<file path="src/rtl/fgb_pkg.sv">
package fgb_pkg;

	localparam int SCREEN_W_DEF = 320;
	localparam int SCREEN_H_DEF = 200;

	localparam int CFG_IDX_W  = 3;
	localparam int CFG_DATA_W = 12;

	localparam logic [CFG_IDX_W-1:0] REG_TRANSFORM_ENABLE = 3'd0;
	localparam logic [CFG_IDX_W-1:0] REG_PAN_X            = 3'd1;
	localparam logic [CFG_IDX_W-1:0] REG_PAN_Y            = 3'd2;
	localparam logic [CFG_IDX_W-1:0] REG_CLIP_LEFT        = 3'd3;
	localparam logic [CFG_IDX_W-1:0] REG_CLIP_TOP         = 3'd4;
	localparam logic [CFG_IDX_W-1:0] REG_CLIP_WIDTH       = 3'd5;
	localparam logic [CFG_IDX_W-1:0] REG_CLIP_HEIGHT      = 3'd6;

	localparam logic [7:0] LOWER_A   = "a";
	localparam logic [7:0] LOWER_Z   = "z";
	localparam logic [7:0] CASE_FOLD = 8'h20;

	// last row and column of each font
	localparam logic [2:0] BIG_LAST       = 3'd7;
	localparam logic [2:0] SMALL_LAST_ROW = 3'd4;
	localparam logic [2:0] SMALL_LAST_COL = 3'd2;

	typedef struct packed {
		logic              mode;
		logic [7:0]        char_code;
		logic signed [11:0] origin_x;
		logic signed [11:0] origin_y;
		logic [7:0]        ink;
	} in_item_t;

	typedef struct packed {
		logic [15:0] pixel_address;
		logic [7:0]  pixel_color;
		logic        last_pixel;
	} out_item_t;

	typedef struct packed {
		logic               transform_enable;
		logic signed [11:0] pan_x;
		logic signed [11:0] pan_y;
		logic signed [11:0] clip_left;
		logic signed [11:0] clip_top;
		logic [10:0]        clip_width;
		logic [10:0]        clip_height;
	} cfg_t;

	// one glyph cell issued by the scanner
	typedef struct packed {
		logic               valid;
		logic               last_scan;
		logic               mode;
		logic [7:0]         char_code;
		logic [2:0]         row;
		logic [2:0]         col;
		logic signed [11:0] origin_x;
		logic signed [11:0] origin_y;
		logic [7:0]         ink;
	} scan_t;

	// one cell after transform, clip and address
	typedef struct packed {
		logic        valid;
		logic        vis;
		logic        last_scan;
		logic [15:0] addr;
		logic [7:0]  color;
	} pix_t;

	// Row of a glyph. Large font: bit 7 is column 0. Small font: bits 2:0, bit 2 is column 0.
	function automatic logic [7:0] glyph_row(input logic mode, input logic [7:0] code,
			input logic [2:0] row);
		logic [63:0] big;
		logic [14:0] small_w;
		logic [14:0] sh;
		logic [7:0]  res;
		big     = '0;
		small_w = '0;
		sh      = '0;
		res     = '0;
		case (code)
			"A": big = 64'h1824_427E_4242_4200;
			"B": big = 64'h7C42_427C_4242_7C00;
			"C": big = 64'h3C42_4040_4042_3C00;
			"D": big = 64'h7844_4242_4244_7800;
			"E": big = 64'h7E40_407C_4040_7E00;
			"F": big = 64'h7E40_407C_4040_4000;
			"G": big = 64'h3C42_404E_4242_3C00;
			"H": big = 64'h4242_427E_4242_4200;
			"I": big = 64'h3C10_1010_1010_3C00;
			"J": big = 64'h1E04_0404_4444_3800;
			"K": big = 64'h4244_4870_4844_4200;
			"L": big = 64'h4040_4040_4040_7E00;
			"M": big = 64'h4266_5A5A_4242_4200;
			"N": big = 64'h4262_524A_4642_4200;
			"O": big = 64'h3C42_4242_4242_3C00;
			"P": big = 64'h7C42_427C_4040_4000;
			"Q": big = 64'h3C42_4242_4A44_3A00;
			"R": big = 64'h7C42_427C_4844_4200;
			"S": big = 64'h3C42_2018_0442_3C00;
			"T": big = 64'h7E10_1010_1010_1000;
			"U": big = 64'h4242_4242_4242_3C00;
			"V": big = 64'h4242_4242_4224_1800;
			"W": big = 64'h4242_425A_5A66_4200;
			"X": big = 64'h4242_2418_2442_4200;
			"Y": big = 64'h4242_2418_1010_1000;
			"Z": big = 64'h7E02_0418_2040_7E00;
			"0": big = 64'h3C46_4A52_6246_3C00;
			"1": big = 64'h1030_1010_1010_3800;
			"2": big = 64'h3C42_020C_3040_7E00;
			"3": big = 64'h3C42_021C_0242_3C00;
			"4": big = 64'h040C_1424_447E_0400;
			"5": big = 64'h7E40_7C02_0242_3C00;
			"6": big = 64'h3C40_7C42_4242_3C00;
			"7": big = 64'h7E42_0408_1010_1000;
			"8": big = 64'h3C42_423C_4242_3C00;
			"9": big = 64'h3C42_423E_0242_3C00;
			".": big = 64'h0000_0000_0018_1800;
			":": big = 64'h0018_1800_0018_1800;
			"!": big = 64'h1010_1010_1000_1000;
			"+": big = 64'h0010_107C_1010_0000;
			"*": big = 64'h0044_2810_2844_0000;
			"=": big = 64'h0000_7C00_7C00_0000;
			"%": big = 64'h6264_0810_2646_0000;
			"/": big = 64'h0204_0810_2040_0000;
			"-": big = 64'h0000_007E_0000_0000;
			default: big = '0;
		endcase
		// five rows of three bits, one octal digit per row, top row first
		case (code)
			".": small_w = 15'o00002;
			"-": small_w = 15'o00700;
			":": small_w = 15'o02020;
			"0": small_w = 15'o75557;
			"1": small_w = 15'o26227;
			"2": small_w = 15'o71747;
			"3": small_w = 15'o71717;
			"4": small_w = 15'o55711;
			"5": small_w = 15'o74717;
			"6": small_w = 15'o74757;
			"7": small_w = 15'o71111;
			"8": small_w = 15'o75757;
			"9": small_w = 15'o75717;
			"A": small_w = 15'o75755;
			"B": small_w = 15'o65656;
			"C": small_w = 15'o74447;
			"D": small_w = 15'o65556;
			"E": small_w = 15'o74647;
			"F": small_w = 15'o74644;
			"G": small_w = 15'o74557;
			"H": small_w = 15'o55755;
			"I": small_w = 15'o72227;
			"J": small_w = 15'o11157;
			"K": small_w = 15'o55655;
			"L": small_w = 15'o44447;
			"M": small_w = 15'o57755;
			"N": small_w = 15'o57775;
			"O": small_w = 15'o75557;
			"P": small_w = 15'o75744;
			"Q": small_w = 15'o75571;
			"R": small_w = 15'o65655;
			"S": small_w = 15'o74717;
			"T": small_w = 15'o72222;
			"U": small_w = 15'o55557;
			"V": small_w = 15'o55552;
			"W": small_w = 15'o55775;
			"X": small_w = 15'o55255;
			"Y": small_w = 15'o55222;
			"Z": small_w = 15'o71247;
			default: small_w = '0;
		endcase
		if (!mode) begin
			res = big[{BIG_LAST - row, 3'b000} +: 8];
		end else if (row <= SMALL_LAST_ROW) begin
			sh  = small_w >> (4'd12 - 4'(row) * 4'd3);
			res = {5'b00000, sh[2:0]};
		end
		return res;
	endfunction

endpackage

</file>
<file path="src/rtl/fgb_out_stage.sv">
module fgb_out_stage
	import fgb_pkg::*;
(
	input  logic      clk,
	input  logic      arst_n,
	input  pix_t      pix,
	input  logic      out_ready,
	output logic      out_valid,
	output out_item_t out_data,
	output logic      en
);

	logic        out_valid_q;
	out_item_t   out_data_q;
	logic        pend_valid_q;
	logic        pend_final_q;
	logic [15:0] pend_addr_q;
	logic [7:0]  pend_color_q;
	logic        emit;
	logic        mark_last;

	assign en = !out_valid_q || out_ready;

	// Hold one visible pixel back until the next visible one or the glyph end shows
	// whether it is the last.
	assign emit = pend_valid_q
		&& (pend_final_q || (pix.valid && (pix.vis || pix.last_scan)));
	assign mark_last = pend_final_q || (pix.valid && pix.last_scan && !pix.vis);

	always_ff @(posedge clk or negedge arst_n) begin
		if (!arst_n) begin
			out_valid_q  <= 1'b0;
			pend_valid_q <= 1'b0;
			pend_final_q <= 1'b0;
		end else if (en) begin
			out_valid_q <= emit;
			if (pix.valid && pix.vis) begin
				pend_valid_q <= 1'b1;
				pend_final_q <= pix.last_scan;
			end else if (emit) begin
				pend_valid_q <= 1'b0;
				pend_final_q <= 1'b0;
			end
		end
	end

	always_ff @(posedge clk) begin
		if (en) begin
			if (emit) begin
				out_data_q.pixel_address <= pend_addr_q;
				out_data_q.pixel_color   <= pend_color_q;
				out_data_q.last_pixel    <= mark_last;
			end
			if (pix.valid && pix.vis) begin
				pend_addr_q  <= pix.addr;
				pend_color_q <= pix.color;
			end
		end
	end

	assign out_valid = out_valid_q;
	assign out_data  = out_data_q;

	a_final_flushes: assert property (@(posedge clk) disable iff (!arst_n)
		pend_valid_q && pend_final_q && en |=> out_valid && out_data.last_pixel)
		else $error("final pixel of glyph not sent as last");

	a_push_on_next: assert property (@(posedge clk) disable iff (!arst_n)
		pend_valid_q && pix.valid && pix.vis && en |=> out_valid)
		else $error("pending pixel lost when next pixel arrived");

	a_result_from_pend: assert property (@(posedge clk) disable iff (!arst_n)
		$rose(out_valid) |-> $past(pend_valid_q))
		else $error("result sent with no pending pixel");

endmodule

</file>
<file path="config.mk">
export PLATFORM = sky130hd
export DESIGN_NAME = fgb_out_stage
export DESIGN_NICKNAME = d
export VERILOG_FILES = /design/src/rtl/fgb_pkg.sv /design/src/rtl/fgb_out_stage.sv
export SDC_FILE = /design/constraint.sdc
export NUM_CORES = 1
export LEC_CHECK = 0
export BUFFER_PORTS_ARGS = -buffer_cell sky130_fd_sc_hd__buf_2
export CAP_MARGIN = 25
export CORE_UTILIZATION = 51
export CTS_CLUSTER_DIAMETER = 150
export CTS_CLUSTER_SIZE = 24
export DETAILED_ROUTE_END_ITERATION = 16
export PLACE_DENSITY = 0.83
export SETUP_SLACK_MARGIN = 0.05
export SYNTH_ARGS = -nofsm -noshare
export SYNTH_HDL_FRONTEND = slang
export SYNTH_SLANG_ARGS = --single-unit
</file>
<file path="constraint.sdc">
create_clock -name clk -period 5 [get_ports clk]
set_input_delay 0.75 -clock clk [delete_from_list [all_inputs] [get_ports clk]]
set_output_delay 0.75 -clock clk [all_outputs]
set_load 0.1 [all_outputs]
</file>
After elaboration in Yosys (flattened, before gate mapping)
Cells that the tools add are included.
{"block": "classes", "bitwise_logic": 0, "n_eq_ne": 0, "n_addsub": 0, "mul": 0, "muxes": 3, "n_reduce_logical": 15, "shift": 0, "order_cmp": 0, "div_mod_pow": 0}
{"op": "$reduce_and 2->1", "n": 3}
{"op": "$logic_and 1x1->1", "n": 5}
{"op": "$logic_or 1x1->1", "n": 4}
{"op": "$mux 1", "n": 3}
{"op": "$logic_not 1->1", "n": 2}
{"op": "$reduce_bool 2->1", "n": 1}
{"block": "word_totals", "register_bits": 52, "mem_bits_ro": 0, "mem_bits_rw": 0, "memories": 0, "latchBits": 0, "in_bits": 30, "word_cells": 26, "out_inout_bits": 27}

Longest topological paths before layout
{"block": "depth", "word_depth": 6, "depth_mapped": 4}

Worst setup path before layout
OpenSTA, ideal clock, no wires.
{"block": "synth_timing", "kind": "register -> register", "startpoint": "register out_valid_q, in the netlist out_valid", "endpoint": "register out_data_q (netlist bit out_data[0]) (enable)", "arrival_time_ns": 2.093, "setup_time_ns": 0.407, "path_stages_with_launch": 3, "required_ns": 4.593, "synth_period_minus_slack_ns": 2.500, "path_slack_ns": 2.500, "cell_sequence": "dfrtp_1 > nor2b_4 > nor2_1"}
{"block": "synth_between", "elab_chain_cells": 3}
{"item": "start, declared", "line_no": "fgb_out_stage.sv:13", "rtl": "logic out_valid_q;"}
{"item": "start signal, assigned", "line_no": "fgb_out_stage.sv:36", "rtl": "out_valid_q <= emit;"}
{"item": "$logic_not 1->1", "line_no": "fgb_out_stage.sv:22", "rtl": "assign en = !out_valid_q || out_ready;"}
{"item": "$logic_or 1x1->1", "line_no": "fgb_out_stage.sv:22"}
{"item": "$reduce_and 2->1 (no source line)"}
{"item": "end, declared", "line_no": "fgb_out_stage.sv:14", "rtl": "out_item_t out_data_q;"}
No other way between the ends.
A chain may end at the register's enable or synchronous reset.

Worst setup path in the final report
{"block": "layout_timing", "startpoint": "register out_valid_q, in the netlist out_valid", "endpoint": "output en"}
{"block": "layout_between", "elab_chain_cells": 2}
{"item": "$logic_not 1->1", "line_no": "fgb_out_stage.sv:22"}
{"item": "$logic_or 1x1->1", "line_no": "fgb_out_stage.sv:22"}
{"item": "end, declared", "line_no": "fgb_out_stage.sv:10", "rtl": "output logic en"}
No other way between the ends.

==> impl_metrics.csv <==
group,metric,value,unit
status,outcome,"finished clean",
clocking,cts_buffers,5,
finish,area_delta_synth_final,25.6,%
detailed_routing,vias,818,
setup_path,cp-end-kind,"output port",
setup_path,r2r_start,"out_valid",
clocking,post_cts.repair.setup_buffers,0,
synthesis,async_reset_ff_frac,0.0577,
synthesis,synth_top_area_share,0.894,
clocking,cts-resized-gates,0,
hold_path,min_path_type,"input pin to asynchronous set/reset pin",
setup_path,required,4.25,ns
finish,seq_area,1550,µm²
timing,post-route-min-period,2.15,ns
global_route,grt_overflow,0,
clocking,cts_hold_buf,0,
clocking,htree_levels,2,
setup_path,critical_path.top_delay_family,"buffers and inverters",
synthesis,synth.cell_area,1650,µm²
place,numPortBuffers,56,
setup_path,path_max_fanout,4,
global_route,grt_pass1_wl,3.40,mm
timing,grt_setup_unrepaired,"no",
setup_path,path_depth,3,
floorplan,rows,20,
setup_path,r2r_slack,3.28,ns
global_route,grtUsageTotal,0.148,
setup_path,critPathCapture,"en",
synthesis,syn_inst,69,
timing,worstMarginPinSlew,0.844,ns
detailed_routing,first_pass_iters,4,
floorplan,die_w,58.8,µm
job,max-cap-violations,0,
global_route,grt_pass1_vias,790,
pwr,powerDensity,507,nW/µm²
synthesis,ys_types,14,
setup_path,cp.arrival,1.40,ns
detailed_routing,wl_per_cell,12.6,µm
detailed_routing,drt_iter0_drc,26,
setup_path,crit_type,"register to output port",
clocking,cts_tree,"yes",
synthesis,synth_most_common_cell,"edfxtp_1",
setup_path,cpPeakStageDelay,0.42,ns
place,gp_congestion,0.707,
global_route,grt_start_max_net_pins,26,
clocking,path_clk_slew,0.13,ns
detailed_routing,vias_per_cell,4.60,
detailed_routing,drc_errors,0,
timing,hold-worst-slack,0.164,ns
timing,setup_violations,0,
global_route,antenna_found_initial,0,
floorplan,fp.dieArea,3460,µm²
finish,multi_input_comb_area,90.1,µm²
synthesis,synth_edf_count,49,
synthesis,ys.flop_type,"edfxtp_1",
setup_path,path_cells,"nor2b_4 -> inv_2 -> buf_2",
setup_path,cp-startpoint,"out_valid",
timing,slew_headroom,0.437,
setup_path,start_kind,"register",
timing,min_period_over_period,0.431,
floorplan,start_util,0.539,
finish,nNetsFinal,163,
timing,timing.fmax,0.465,GHz
floorplan,ios,57,
clocking,cts.path.max_buffers,2,
setup_path,crit_buf_inv,2,
clocking,cts-root-buf,"clkbuf_4",
setup_path,rr_worst_depth,4,
synthesis,synth_area_leaders,"edfxtp_1 89%, dfrtp_1 4.6%, nor2b_4 0.84%",
finish,fillers,221,
floorplan,die_y,58.8,µm
detailed_routing,wirelength,2.24,mm
synthesis,ys_warn_count,0,
clocking,insertion_delay,0.35,ns
timing,hold_viol,0,
detailed_routing,detail-route-antenna-nets,0,
synthesis,avgSynthCellArea,23.8,µm²
pwr,p_leak,0.810,nW
setup_path,cp_slowest_cell,"buf_2",
synthesis,synth_top_cell_by_area,"edfxtp_1",
pwr,vdd_drop_max,0.251,mV
synthesis,synth-seq-area-share,0.940,
clocking,clock_sinks,52,
synthesis,ys_ff_latch,52,
synthesis,yosys-top-cells-count,"49 x edfxtp_1, 3 x dfrtp_1, 3 x nand2_1",
finish,antenna-diode-count,0,
finish,final_layout_size_suffix_gt1_frac,0.507,
synthesis,synthesis.nets,99,
timing,clock_skew,0.00874,ns
timing,finalSetupTns,0,ns
setup_path,rr_endpoint,"pend_addr_q[5]",
floorplan,coreArea,3050,µm²
timing,slew_viol_final,0,
[logic make-up (layout without fill, tap and decap cells)]
family                 count (synthesis)  count (layout)  share of synthesized area
AO/OA/AOI/OAI                          8               8                     0.0297
buffers and inverters                  3              68                    0.00684
flip-flops                            52              52                      0.940
AND/OR/NAND/NOR                        6               6                     0.0236
[final cells by class]
type                    count  share of cell area
clock buffers               5              0.0182
clock inverters             3              0.0182
inverters                   3             0.00545
multi-input cells          14              0.0436
flip-flops and latches     52               0.749
well taps                  44              0.0267
repair buffers             57               0.139
[stage by stage]
| step | std cells | utilization | worst slack [ns] | total power [W] | area (µm²) |
|---|---|---|---|---|---|
| final | 178 | 0.677 | 2.85 | 0.00105 | 2070 |
| after global routing | 178 | 0.677 | 2.78 | 0.00109 | 2070 |
| after CTS | 178 | 0.677 | 2.82 | 0.00106 | 2070 |
| after detailed placement | 170 | 0.652 | 2.85 | 0.000846 | 1990 |
| after global placement | 170 | 0.652 | 2.88 | 0.000840 | 1990 |
| after floorplan | 69 | - | 2.50 | 0.000794 | 1650 |
[sequential cells by signal, summed over array words and instances, names as in the netlist]
name          cells
out_valid         1
out_data         25
pend_addr_q      16
pend_valid_q      1
pend_color_q      8
pend_final_q      1
[layout by cell type (no fill, tap or decap)]
| cell | instances |
|---|---|
| clkinv_1 | 2 |
| bufinv_16 | 1 |
| inv_2 | 1 |
| o21a_1 | 1 |
| o21bai_1 | 1 |
| nor2b_4 | 1 |
| clkbuf_4 | 5 |
| buf_2 | 56 |
| o21ai_2 | 1 |
| nand3_2 | 1 |
| o21ai_1 | 1 |
| dfrtp_1 | 3 |
| o21ai_0 | 2 |
| a21oi_1 | 2 |
| edfxtp_1 | 49 |
| nand2_1 | 3 |
| nor2_2 | 1 |
| inv_1 | 2 |
| buf_4 | 1 |
[power breakdown]
group,internal [W],switching [W],total (W)
clock,0.000102,0.000112,0.000215
sequential,0.000531,0.0000133,0.000545
combinational,0.0000374,0.000252,0.000289
[per-layer routing]
metal | routed length [µm] | share of wire | track usage | up-vias
met5 | 0 | 0 | 0 | -
met4 | 24 | 0.011 | 0.0612 | 0
met3 | 187 | 0.084 | 0.0725 | 3
met2 | 1150 | 0.52 | 0.244 | 47
met1 | 873 | 0.39 | 0.164 | 374
li1 | - | - | - | 394
[worst min-delay path by stage]
stage | slack (ns) | depth (start not counted) | startpoint | to
after floorplan | 0.40 | 0 | pend_addr_q[1] | out_data[10]
after global placement | 0.40 | 0 | pend_color_q[3] | out_data[4]
after detailed placement | 0.40 | 0 | pend_addr_q[5] | out_data[14]
after CTS | 0.14 | 1 | arst_n | pend_final_q
after global routing | 0.13 | 1 | arst_n | pend_final_q
final | 0.16 | 1 | arst_n | out_valid
No activity file was read; power rests on OpenSTA's default activity.
