<file path="src/rtl/fgb_pkg.sv">
package fgb_pkg;

	localparam int SCREEN_W_DEF = 320;
	localparam int SCREEN_H_DEF = 200;

	localparam int CFG_IDX_W  = 3;
	localparam int CFG_DATA_W = 12;

	localparam logic [CFG_IDX_W-1:0] REG_TRANSFORM_ENABLE = 3'd0;
	localparam logic [CFG_IDX_W-1:0] REG_PAN_X            = 3'd1;
	localparam logic [CFG_IDX_W-1:0] REG_PAN_Y            = 3'd2;
	localparam logic [CFG_IDX_W-1:0] REG_CLIP_LEFT        = 3'd3;
	localparam logic [CFG_IDX_W-1:0] REG_CLIP_TOP         = 3'd4;
	localparam logic [CFG_IDX_W-1:0] REG_CLIP_WIDTH       = 3'd5;
	localparam logic [CFG_IDX_W-1:0] REG_CLIP_HEIGHT      = 3'd6;

	localparam logic [7:0] LOWER_A   = "a";
	localparam logic [7:0] LOWER_Z   = "z";
	localparam logic [7:0] CASE_FOLD = 8'h20;

	// last row and column of each font
	localparam logic [2:0] BIG_LAST       = 3'd7;
	localparam logic [2:0] SMALL_LAST_ROW = 3'd4;
	localparam logic [2:0] SMALL_LAST_COL = 3'd2;

	typedef struct packed {
		logic              mode;
		logic [7:0]        char_code;
		logic signed [11:0] origin_x;
		logic signed [11:0] origin_y;
		logic [7:0]        ink;
	} in_item_t;

	typedef struct packed {
		logic [15:0] pixel_address;
		logic [7:0]  pixel_color;
		logic        last_pixel;
	} out_item_t;

	typedef struct packed {
		logic               transform_enable;
		logic signed [11:0] pan_x;
		logic signed [11:0] pan_y;
		logic signed [11:0] clip_left;
		logic signed [11:0] clip_top;
		logic [10:0]        clip_width;
		logic [10:0]        clip_height;
	} cfg_t;

	// one glyph cell issued by the scanner
	typedef struct packed {
		logic               valid;
		logic               last_scan;
		logic               mode;
		logic [7:0]         char_code;
		logic [2:0]         row;
		logic [2:0]         col;
		logic signed [11:0] origin_x;
		logic signed [11:0] origin_y;
		logic [7:0]         ink;
	} scan_t;

	// one cell after transform, clip and address
	typedef struct packed {
		logic        valid;
		logic        vis;
		logic        last_scan;
		logic [15:0] addr;
		logic [7:0]  color;
	} pix_t;

	// Row of a glyph. Large font: bit 7 is column 0. Small font: bits 2:0, bit 2 is column 0.
	function automatic logic [7:0] glyph_row(input logic mode, input logic [7:0] code,
			input logic [2:0] row);
		logic [63:0] big;
		logic [14:0] small_w;
		logic [14:0] sh;
		logic [7:0]  res;
		big     = '0;
		small_w = '0;
		sh      = '0;
		res     = '0;
		case (code)
			"A": big = 64'h1824_427E_4242_4200;
			"B": big = 64'h7C42_427C_4242_7C00;
			"C": big = 64'h3C42_4040_4042_3C00;
			"D": big = 64'h7844_4242_4244_7800;
			"E": big = 64'h7E40_407C_4040_7E00;
			"F": big = 64'h7E40_407C_4040_4000;
			"G": big = 64'h3C42_404E_4242_3C00;
			"H": big = 64'h4242_427E_4242_4200;
			"I": big = 64'h3C10_1010_1010_3C00;
			"J": big = 64'h1E04_0404_4444_3800;
			"K": big = 64'h4244_4870_4844_4200;
			"L": big = 64'h4040_4040_4040_7E00;
			"M": big = 64'h4266_5A5A_4242_4200;
			"N": big = 64'h4262_524A_4642_4200;
			"O": big = 64'h3C42_4242_4242_3C00;
			"P": big = 64'h7C42_427C_4040_4000;
			"Q": big = 64'h3C42_4242_4A44_3A00;
			"R": big = 64'h7C42_427C_4844_4200;
			"S": big = 64'h3C42_2018_0442_3C00;
			"T": big = 64'h7E10_1010_1010_1000;
			"U": big = 64'h4242_4242_4242_3C00;
			"V": big = 64'h4242_4242_4224_1800;
			"W": big = 64'h4242_425A_5A66_4200;
			"X": big = 64'h4242_2418_2442_4200;
			"Y": big = 64'h4242_2418_1010_1000;
			"Z": big = 64'h7E02_0418_2040_7E00;
			"0": big = 64'h3C46_4A52_6246_3C00;
			"1": big = 64'h1030_1010_1010_3800;
			"2": big = 64'h3C42_020C_3040_7E00;
			"3": big = 64'h3C42_021C_0242_3C00;
			"4": big = 64'h040C_1424_447E_0400;
			"5": big = 64'h7E40_7C02_0242_3C00;
			"6": big = 64'h3C40_7C42_4242_3C00;
			"7": big = 64'h7E42_0408_1010_1000;
			"8": big = 64'h3C42_423C_4242_3C00;
			"9": big = 64'h3C42_423E_0242_3C00;
			".": big = 64'h0000_0000_0018_1800;
			":": big = 64'h0018_1800_0018_1800;
			"!": big = 64'h1010_1010_1000_1000;
			"+": big = 64'h0010_107C_1010_0000;
			"*": big = 64'h0044_2810_2844_0000;
			"=": big = 64'h0000_7C00_7C00_0000;
			"%": big = 64'h6264_0810_2646_0000;
			"/": big = 64'h0204_0810_2040_0000;
			"-": big = 64'h0000_007E_0000_0000;
			default: big = '0;
		endcase
		// five rows of three bits, one octal digit per row, top row first
		case (code)
			".": small_w = 15'o00002;
			"-": small_w = 15'o00700;
			":": small_w = 15'o02020;
			"0": small_w = 15'o75557;
			"1": small_w = 15'o26227;
			"2": small_w = 15'o71747;
			"3": small_w = 15'o71717;
			"4": small_w = 15'o55711;
			"5": small_w = 15'o74717;
			"6": small_w = 15'o74757;
			"7": small_w = 15'o71111;
			"8": small_w = 15'o75757;
			"9": small_w = 15'o75717;
			"A": small_w = 15'o75755;
			"B": small_w = 15'o65656;
			"C": small_w = 15'o74447;
			"D": small_w = 15'o65556;
			"E": small_w = 15'o74647;
			"F": small_w = 15'o74644;
			"G": small_w = 15'o74557;
			"H": small_w = 15'o55755;
			"I": small_w = 15'o72227;
			"J": small_w = 15'o11157;
			"K": small_w = 15'o55655;
			"L": small_w = 15'o44447;
			"M": small_w = 15'o57755;
			"N": small_w = 15'o57775;
			"O": small_w = 15'o75557;
			"P": small_w = 15'o75744;
			"Q": small_w = 15'o75571;
			"R": small_w = 15'o65655;
			"S": small_w = 15'o74717;
			"T": small_w = 15'o72222;
			"U": small_w = 15'o55557;
			"V": small_w = 15'o55552;
			"W": small_w = 15'o55775;
			"X": small_w = 15'o55255;
			"Y": small_w = 15'o55222;
			"Z": small_w = 15'o71247;
			default: small_w = '0;
		endcase
		if (!mode) begin
			res = big[{BIG_LAST - row, 3'b000} +: 8];
		end else if (row <= SMALL_LAST_ROW) begin
			sh  = small_w >> (4'd12 - 4'(row) * 4'd3);
			res = {5'b00000, sh[2:0]};
		end
		return res;
	endfunction

endpackage

</file>
<file path="src/rtl/fgb_pixel.sv">
module fgb_pixel
	import fgb_pkg::*;
#(
	parameter int SCREEN_W = SCREEN_W_DEF,
	parameter int SCREEN_H = SCREEN_H_DEF
) (
	input  logic       clk,
	input  logic       arst_n,
	input  logic       en,
	input  cfg_t       cfg,
	input  scan_t      tok,
	input  logic [7:0] rom_row,
	output pix_t       pix
);

	localparam int XW = $clog2(SCREEN_W);
	localparam int YW = $clog2(SCREEN_H);
	localparam logic signed [13:0] SCR_W = 14'(SCREEN_W);
	localparam logic signed [13:0] SCR_H = 14'(SCREEN_H);

	scan_t tok_s1;

	logic               bit_set;
	logic signed [13:0] x_pos;
	logic signed [13:0] y_pos;

	logic               valid_s2;
	logic               set_s2;
	logic               last_s2;
	logic [7:0]         ink_s2;
	logic signed [13:0] x_s2;
	logic signed [13:0] y_s2;

	logic signed [14:0] x_w;
	logic signed [14:0] y_w;
	logic signed [14:0] clip_l;
	logic signed [14:0] clip_r;
	logic signed [14:0] clip_t;
	logic signed [14:0] clip_b;
	logic               in_clip;
	logic               on_screen;

	logic          valid_s3;
	logic          vis_s3;
	logic          last_s3;
	logic [7:0]    ink_s3;
	logic [XW-1:0] x_s3;
	logic [YW-1:0] y_s3;
	logic [15:0]   row_base;

	// stage 1: ROM row arrives, pick the bit and place the pixel
	always_comb begin
		if (tok_s1.mode) begin
			bit_set = rom_row[SMALL_LAST_COL - tok_s1.col];
		end else begin
			bit_set = rom_row[BIG_LAST - tok_s1.col];
		end
		x_pos = 14'(tok_s1.origin_x) + 14'(tok_s1.col)
			+ (cfg.transform_enable ? 14'(cfg.pan_x) : 14'sd0);
		y_pos = 14'(tok_s1.origin_y) + 14'(tok_s1.row)
			+ (cfg.transform_enable ? 14'(cfg.pan_y) : 14'sd0);
	end

	// stage 2: clip rectangle and screen bounds
	always_comb begin
		x_w    = 15'(x_s2);
		y_w    = 15'(y_s2);
		clip_l = 15'(cfg.clip_left);
		clip_t = 15'(cfg.clip_top);
		clip_r = clip_l + 15'(cfg.clip_width);
		clip_b = clip_t + 15'(cfg.clip_height);
		in_clip = !cfg.transform_enable
			|| (x_w >= clip_l && x_w < clip_r && y_w >= clip_t && y_w < clip_b);
		on_screen = !x_s2[13] && x_s2 < SCR_W && !y_s2[13] && y_s2 < SCR_H;
	end

	// stage 3: framebuffer address
	always_comb begin
		row_base      = 16'(16'(y_s3) * 16'(SCREEN_W));
		pix.valid     = valid_s3;
		pix.vis       = vis_s3;
		pix.last_scan = last_s3;
		pix.addr      = row_base + 16'(x_s3);
		pix.color     = ink_s3;
	end

	always_ff @(posedge clk or negedge arst_n) begin
		if (!arst_n) begin
			tok_s1   <= '0;
			valid_s2 <= 1'b0;
			set_s2   <= 1'b0;
			last_s2  <= 1'b0;
			ink_s2   <= '0;
			x_s2     <= '0;
			y_s2     <= '0;
			valid_s3 <= 1'b0;
			vis_s3   <= 1'b0;
			last_s3  <= 1'b0;
			ink_s3   <= '0;
			x_s3     <= '0;
			y_s3     <= '0;
		end else if (en) begin
			tok_s1   <= tok;
			valid_s2 <= tok_s1.valid;
			set_s2   <= bit_set;
			last_s2  <= tok_s1.last_scan;
			ink_s2   <= tok_s1.ink;
			x_s2     <= x_pos;
			y_s2     <= y_pos;
			valid_s3 <= valid_s2;
			vis_s3   <= valid_s2 && set_s2 && in_clip && on_screen;
			last_s3  <= last_s2;
			ink_s3   <= ink_s2;
			x_s3     <= x_s2[XW-1:0];
			y_s3     <= y_s2[YW-1:0];
		end
	end

	a_vis_on_screen: assert property (@(posedge clk) disable iff (!arst_n)
		valid_s3 && vis_s3 |-> 32'(x_s3) < SCREEN_W && 32'(y_s3) < SCREEN_H)
		else $error("visible pixel outside screen");

endmodule

</file>
<file path="config.mk">
export PLATFORM = sky130hd
export DESIGN_NAME = fgb_pixel
export DESIGN_NICKNAME = d
export VERILOG_FILES = /design/src/rtl/fgb_pkg.sv /design/src/rtl/fgb_pixel.sv
export SDC_FILE = /design/constraint.sdc
export NUM_CORES = 1
export LEC_CHECK = 0
export BUFFER_PORTS_ARGS = -buffer_cell sky130_fd_sc_hd__buf_2
export CORE_ASPECT_RATIO = 0.5
export CORE_UTILIZATION = 42
export CTS_BUF_LIST = sky130_fd_sc_hd__clkbuf_4 sky130_fd_sc_hd__clkbuf_8 sky130_fd_sc_hd__clkbuf_16
export CTS_CLUSTER_DIAMETER = 50
export DETAILED_ROUTE_END_ITERATION = 6
export GPL_ROUTABILITY_DRIVEN = 0
export PLACE_DENSITY = 0.59
export SLEW_MARGIN = 20
export SYNTH_ARGS = -nofsm -noshare
export SYNTH_HDL_FRONTEND = slang
export SYNTH_SLANG_ARGS = --single-unit
export TNS_END_PERCENT = 1
</file>
<file path="constraint.sdc">
create_clock -name clk -period 4.4 [get_ports clk]
set_input_delay 0.44 -clock clk [delete_from_list [all_inputs] [get_ports clk]]
set_output_delay 0.44 -clock clk [all_outputs]
set_load 0.05 [all_outputs]
</file>
# Word-level counts from Yosys, hierarchy flattened
# Index checks and enable logic that the tools add are counted.
# W data, S select, Z words.
op_classes:
  add_sub_neg: 9
  n_mul: 1
  order_cmp: 8
  mux: 7
  reduce_logical: 13
ops:
  columns: ["op", "n"]
  rows:
  - ["$add A14 B14 Y14", 2]
  - ["$ge A14 B12 Y1", 2]
  - ["$lt A14 B13 Y1", 2]
  - ["$mux W14", 2]
  - ["$add A12 B12 Y13", 2]
  - ["$add A12 B4 Y13", 2]
  - ["$add A16 B9 Y16", 1]
  - ["$lt A14 B10 Y1 const B", 1]
  - ["$lt A14 B9 Y1 const B", 1]
  - ["$mul A8 B3 Y10 const B", 1]
  - ["$logic_and A1 B1 Y1", 9]
  - ["$lt A3 B4 Y1 const B", 2]
  - ["$bmux W1 S3", 2]
  - ["$logic_not A1 Y1", 3]
  - ["$mux W1", 3]
  - ["$sub A2 B3 Y3 const A", 1]
  - ["$sub A3 B3 Y3 const A", 1]
  - ["$logic_or A1 B1 Y1", 1]
word_totals:
  reg_bits: 108
  input_bits: 131
  out_inout_bits: 27
  wordCells: 58

# Longest topological paths before layout
logic_depth:
  word_depth: 8
  ltp_mapped: 16
  ltp_nobuf: 16

# Worst setup path before layout
# OpenSTA, ideal clock, no wires.
synth_timing:
  path_type: "input to register"
  startpoint: "input cfg[0] in the netlist's numbering"
  endpoint: "register vis_s3"
  setup_time_ps: 76
  arrival_ps: 3701
  required_ps: 4324
  path_slack_ps: 622
  path_stages: 15
  path_buffers: 0
  cell_sequence: "ha_1 fa_1 a21o_1 a21oi_1 o211ai_1 a31oi_1 o21ai_0 a211o_1 ha_1 nand4_1 nor2_1 a2111oi_4 o2111ai_1 or4b_1 o21ai_1"
synth_via:
  elab_chain_len: 6
synth_rtl:
  columns: ["item", "line", "rtl"]
  rows:
  - ["from (decl)", "fgb_pixel.sv:10", "input cfg_t cfg,"]
  - ["$add A12 B12 Y13", "fgb_pixel.sv:71", "clip_b = clip_t + 15'(cfg.clip_height);"]
  - ["$lt A14 B13 Y1", "fgb_pixel.sv:73", "|| (x_w >= clip_l && x_w < clip_r && y_w >= clip_t && y_w < clip_b);"]
  - ["$logic_and A1 B1 Y1", "fgb_pixel.sv:73", null]
  - ["$logic_or A1 B1 Y1", "fgb_pixel.sv:73", null]
  - ["$logic_and A1 B1 Y1 (2 in series)", "fgb_pixel.sv:111", "vis_s3 <= valid_s2 && set_s2 && in_clip && on_screen;"]
  - ["to (signal assigned)", "fgb_pixel.sv:111", null]
  - ["to (decl)", "fgb_pixel.sv:44", "logic vis_s3;"]
# Every way passes these cells.
# A chain may end at the register's enable or synchronous reset.

# Worst setup path after layout
layout_timing:
  startpoint: "input cfg[22] in the netlist's numbering"
  endpoint: "register vis_s3"
layout_via:
  elab_chain_len: 6
  word_cells_on_any_way: 8
layout_rtl:
  columns: ["item", "line"]
  rows:
  - ["$add A12 B12 Y13 / $ge A14 B12 Y1 (equally long branches)", "fgb_pixel.sv:71, fgb_pixel.sv:73"]
  - ["$lt A14 B13 Y1 / $logic_and A1 B1 Y1 (equally long branches)", "fgb_pixel.sv:73"]
  - ["$logic_and A1 B1 Y1 (*)", "fgb_pixel.sv:73"]
  - ["$logic_or A1 B1 Y1 (*)", "fgb_pixel.sv:73"]
  - ["$logic_and A1 B1 Y1 (*) (2 in series)", "fgb_pixel.sv:111"]
# Every way passes the cells marked *; elsewhere a longest branch is shown, timed or not.

==> impl.org <==
** Run
- The tool flagged a number of max-cap violations equal to 0.

** Critical path
- At the worst endpoint, the required time is about 4700 ps.
- Worst path bufs/invs :: 1
- Kind of end point of the critical path :: register
- Data on the critical path arrives at its endpoint at ~4100 ps.
- The largest individual stage delay along the critical path comes from the cell sky130_fd_sc_hd__or4b_1.
- Most frequent cell on the critical path :: sky130_fd_sc_hd__ha_1
- Cell type group with the largest total delay on the critical path :: compound AO/OA/AOI/OAI gates
- Type of the worst setup path :: input pin to register
- Traced cell by cell, the critical path runs through buf_2 -> ha_1 -> fa_1 -> a21o_1 -> a21oi_1 -> o211ai_1 -> a31oi_1 -> o21ai_0 -> a211o_1 -> ha_1 -> nand4_1 -> nor2_1 -> a2111oi_4 -> o2111ai_1 -> or4b_1 -> o21ai_1.
- Critical Path Max Stage Delay :: 510 ps
- Element type at the critical path start :: input pin
- Peak fanout along the critical path :: 3
- The worst register-to-register path begins at tok_s1[32].
- Launching element of the worst setup path :: cfg[22]

** Pwr
- VDD sags by at most ~0.42 mV.
- PwrDens :: between 500 and 600 nW/µm²
- The analysis attributes to cell leakage a power of 4.65 nW.
- Total power after layout :: 5.15 mW

** Die
- Pin placement for this block handled 158 I/O pins.
- Core Box Area :: approximately 20000 µm²
- Cell Rows :: 36
- The floorplan step defined a die boundary enclosing 21300 µm².
- Vert. Die Dim :: 104 µm
- Horizontal die dimension :: 206 µm
- For this configuration, the core starts out at a cell density of 0.438.

** STA
- Highest achievable clock rate :: about 260 MHz
- The final count of pins violating max slew was 0.
- Setup violations remaining at the end of the flow were counted as 0.
- Final critical path time including I/O delays and setup :: 3860 ps
- Final count of hold timing violations :: 0
- Worst Max-Slew Pin Slew :: approximately 770 ps
- Period utilisation layout :: 0.877
- Setup TNS after final layout :: 0 ps
- Setup repair after global routing left no endpoint under its margin.
- Setup slack on the critical path of the routed design comes to around 540 ps.
- The clock arrives with 11.9 ps of skew.
- Max_slew headroom :: 0.487

** Clock tree
- Latest clock arrival within the worst-skew pair :: 350 ps
- CTS Root Buffer Type :: sky130_fd_sc_hd__clkbuf_16
- Hold buffer count at CTS :: 0
- The clock drives 108 sinks.
- After clock tree synthesis, the repair step resized 0 gates.
- The longest clock path from root to sink contains 2 buffers.
- Buffers inserted during clock tree synthesis total 9.
- Clock-pin slew was measured on the worst setup and hold paths at roughly 80 ps.
- Maximum level of the CTS H-tree :: 3
- Setup repair bufs after CTS :: 0
- TritonCTS built the clock tree.

** Routing
- The first TritonRoute pass finished after 4 iterations.
- Wirelength per Cell :: around 15 µm
- Post-route DRC violation count :: 0
- The first routing iteration left between 200 and 250 violations.
- Vias per inst :: between 5 and 6
- For this block, the routed nets add up to 19500 µm of wire.
- The detailed router placed 6662 vias in this run.
- The detail route stage leaves a number of antenna-violating nets equal to 0.

** Layout
- Synth-to-layout area growth :: 14.5%
- In the final layout, the share of cells above drive strength 1 is 0.277.
- Inserted Diodes :: 0
- After routing the design area is about 10000 µm².
- In the final layout, the multi-input gates occupy 5670 µm².
- Counting the fill cells in the layout gives 1873.
- Net count reported at finish :: 1261
- For this run, the share of the core covered by cells in the final layout is 0.502.
- Flip-flop and latch area :: roughly 2700 µm²

** Global route
- The number of antenna violations at the first check in global routing was 0.
- In the global route stage, overall resource usage came out at 0.192.
- The via count of the first global-routing pass is 6718.
- For this run the aggregate overflow at the end of global routing stands at 0.
- Wire length of the first global-routing pass :: 33100 µm
- Maximum number of pins on one net before global-route repair :: 84

** Yosys
- Top cells by instance count after synthesis :: 124 x sky130_fd_sc_hd__ha_1, 108 x sky130_fd_sc_hd__dfrtp_1, 89 x sky130_fd_sc_hd__mux2_2
- Main combinational cell family by area after synthesis :: adder cells
- The portion of synthesized area spent on multiplexers is 0.129.
- After synthesis, the cell types taking the most area are sky130_fd_sc_hd__dfrtp_1 31%, sky130_fd_sc_hd__ha_1 18%, sky130_fd_sc_hd__mux2_2 12%.
- Compound-cell area share of the yosys netlist :: 0.144
- Yosys mapped a number of flops with a built-in enable equal to 0.
- The synthesized netlist occupies a cell area of 8700 µm².
- Fraction of registers with async set or reset after synthesis :: 1.00
- Of the total synthesized cell area, the portion taken by AND, OR, NAND and NOR gates is 0.116.
- Yosys instantiated no cell more often than sky130_fd_sc_hd__ha_1.
- Each instance of the synthesized netlist takes up on average 10.1 µm².
- Share of the synthesized netlist area taken by xor and xnor gates :: 0.0654
- Primary FF master, synth :: sky130_fd_sc_hd__dfrtp_1
- Adder-Cell Fraction of Synth Area :: 0.197
- Yosys Warn Count :: 0
- When the netlist entered floorplanning its net count stood at 1124.
- In this run, synthesis produced a sequential element count of about 110.
- Number of library cell types mapped by synthesis :: 58
- Yosys top cell by area :: sky130_fd_sc_hd__dfrtp_1
- The share of synthesized area in the top cell type comes to 0.311.
- Register area share after synthesis :: 0.311
- Counting every instance in the synthesized netlist gives 861.

** Place
- Detailed placement ended at an HPWL of 15800 µm.
- Input and output buffers added on the ports amount to ~150.
- Placed instance area :: 9680 µm²
- Prior to clock tree synthesis, the placed netlist has a worst setup slack of between 200 and 250 ps.

** Status
- The flow ran to the end, and the final reports show no timing, DRC or antenna violations.

** Min path
- The tightest min-delay check is of the input pin to async pin type.
==> registers in the layout, summed over array words and instances, names as in the netlist <==
signal / cells
ink_s2: 8
ink_s3: 8
last_s2: 1
last_s3: 1
set_s2: 1
tok_s1: 41
valid_s2: 1
valid_s3: 1
vis_s3: 1
x_s2: 14
x_s3: 9
y_s2: 14
y_s3: 8
==> worst register-to-register path: stages (launching register included) <==
cell	delay (ps)
sky130_fd_sc_hd__dfrtp_1	490
sky130_fd_sc_hd__ha_1	260
sky130_fd_sc_hd__fa_1	410
sky130_fd_sc_hd__a21oi_1	320
sky130_fd_sc_hd__nor3b_1	110
sky130_fd_sc_hd__xor2_1	160
sky130_fd_sc_hd__ha_1	360
sky130_fd_sc_hd__a211oi_1	270
sky130_fd_sc_hd__o211ai_1	160
sky130_fd_sc_hd__a31oi_1	230
sky130_fd_sc_hd__o31ai_2	90
sky130_fd_sc_hd__a2111oi_0	410
sky130_fd_sc_hd__a211o_1	150
==> worst paths after layout <==
check,to,slack (ps),depth (start not counted)
setup / recovery,vis_s3,540,16
hold reg to reg,tok_s1[2],500,1
max in group asynchronous,y_s3[7],3380,2
min in group clk,tok_s1[13],320,2
setup reg to reg,x_s2[13],890,12
hold / removal,tok_s1[0],130,1
==> layer usage <==
| metal | wire, µm | share of wire | global-route usage | vias up |
|---|---|---|---|---|
| met5 | 0 | 0 | 0 | - |
| met4 | 138 | 0.0071 | 0.0280 | 0 |
| met3 | 800 | 0.041 | 0.0356 | 9 |
| met2 | 8280 | 0.42 | 0.294 | 86 |
| met1 | 10300 | 0.53 | 0.283 | 3158 |
| li1 | - | - | - | 3409 |
==> per-stage QoR <==
stage	hold WS [ps]	instances
final	129	1269
after global routing	177	1269
after CTS	304	1269
after detailed placement	491	1253
after global placement	483	1253
after floorplan	144	861
==> cell usage in the layout (no fill, tap or decap), types with 8 or more instances in the layout <==
cell type / synthesis / routed
sky130_fd_sc_hd__and2_1: 25 / 25
sky130_fd_sc_hd__a211oi_1: 13 / 13
sky130_fd_sc_hd__buf_2: 0 / 147
sky130_fd_sc_hd__nor2b_1: 9 / 9
sky130_fd_sc_hd__nor2_1: 42 / 42
sky130_fd_sc_hd__mux2_2: 89 / 89
sky130_fd_sc_hd__o211ai_1: 9 / 9
sky130_fd_sc_hd__clkbuf_16: 0 / 9
sky130_fd_sc_hd__inv_1: 54 / 54
sky130_fd_sc_hd__nor3_1: 15 / 15
sky130_fd_sc_hd__nor3b_1: 9 / 9
sky130_fd_sc_hd__nand3_1: 14 / 14
sky130_fd_sc_hd__xnor2_1: 33 / 33
sky130_fd_sc_hd__o21ai_0: 39 / 39
sky130_fd_sc_hd__xor2_1: 32 / 32
sky130_fd_sc_hd__nand2_1: 38 / 38
sky130_fd_sc_hd__fa_1: 8 / 8
sky130_fd_sc_hd__a21oi_1: 57 / 57
sky130_fd_sc_hd__ha_1: 124 / 124
sky130_fd_sc_hd__dfrtp_1: 108 / 108
sky130_fd_sc_hd__nand4_1: 13 / 13
sky130_fd_sc_hd__a21o_1: 11 / 11
sky130_fd_sc_hd__o21a_1: 10 / 10
==> report_power, final <==
| group | internal, mW | switching, mW |
|---|---|---|
| Combinational | 1.08 | 1.81 |
| Clock | 0.403 | 0.392 |
| Sequential | 1.21 | 0.248 |
==> kinds of logic (layout without fill, tap and decap cells) <==
logic type / Yosys count / count (layout)
AND/OR/NAND/NOR: 193 / 193
buffers and inverters: 80 / 222
XOR/XNOR: 65 / 65
multiplexers: 96 / 96
AO/OA/AOI/OAI: 187 / 187
adder cells (fa/ha/maj): 132 / 132
flip-flops: 108 / 108
==> cell type report <==
class,count,share of cell area
multi-input combinational,673,0.568
sequential,108,0.271
timing repair buffer,152,0.0779
tap,266,0.0334
clock buffer,10,0.0233
inverter,54,0.0203
clock inverter,6,0.00540
No activity file was read; power rests on OpenSTA's default activity.
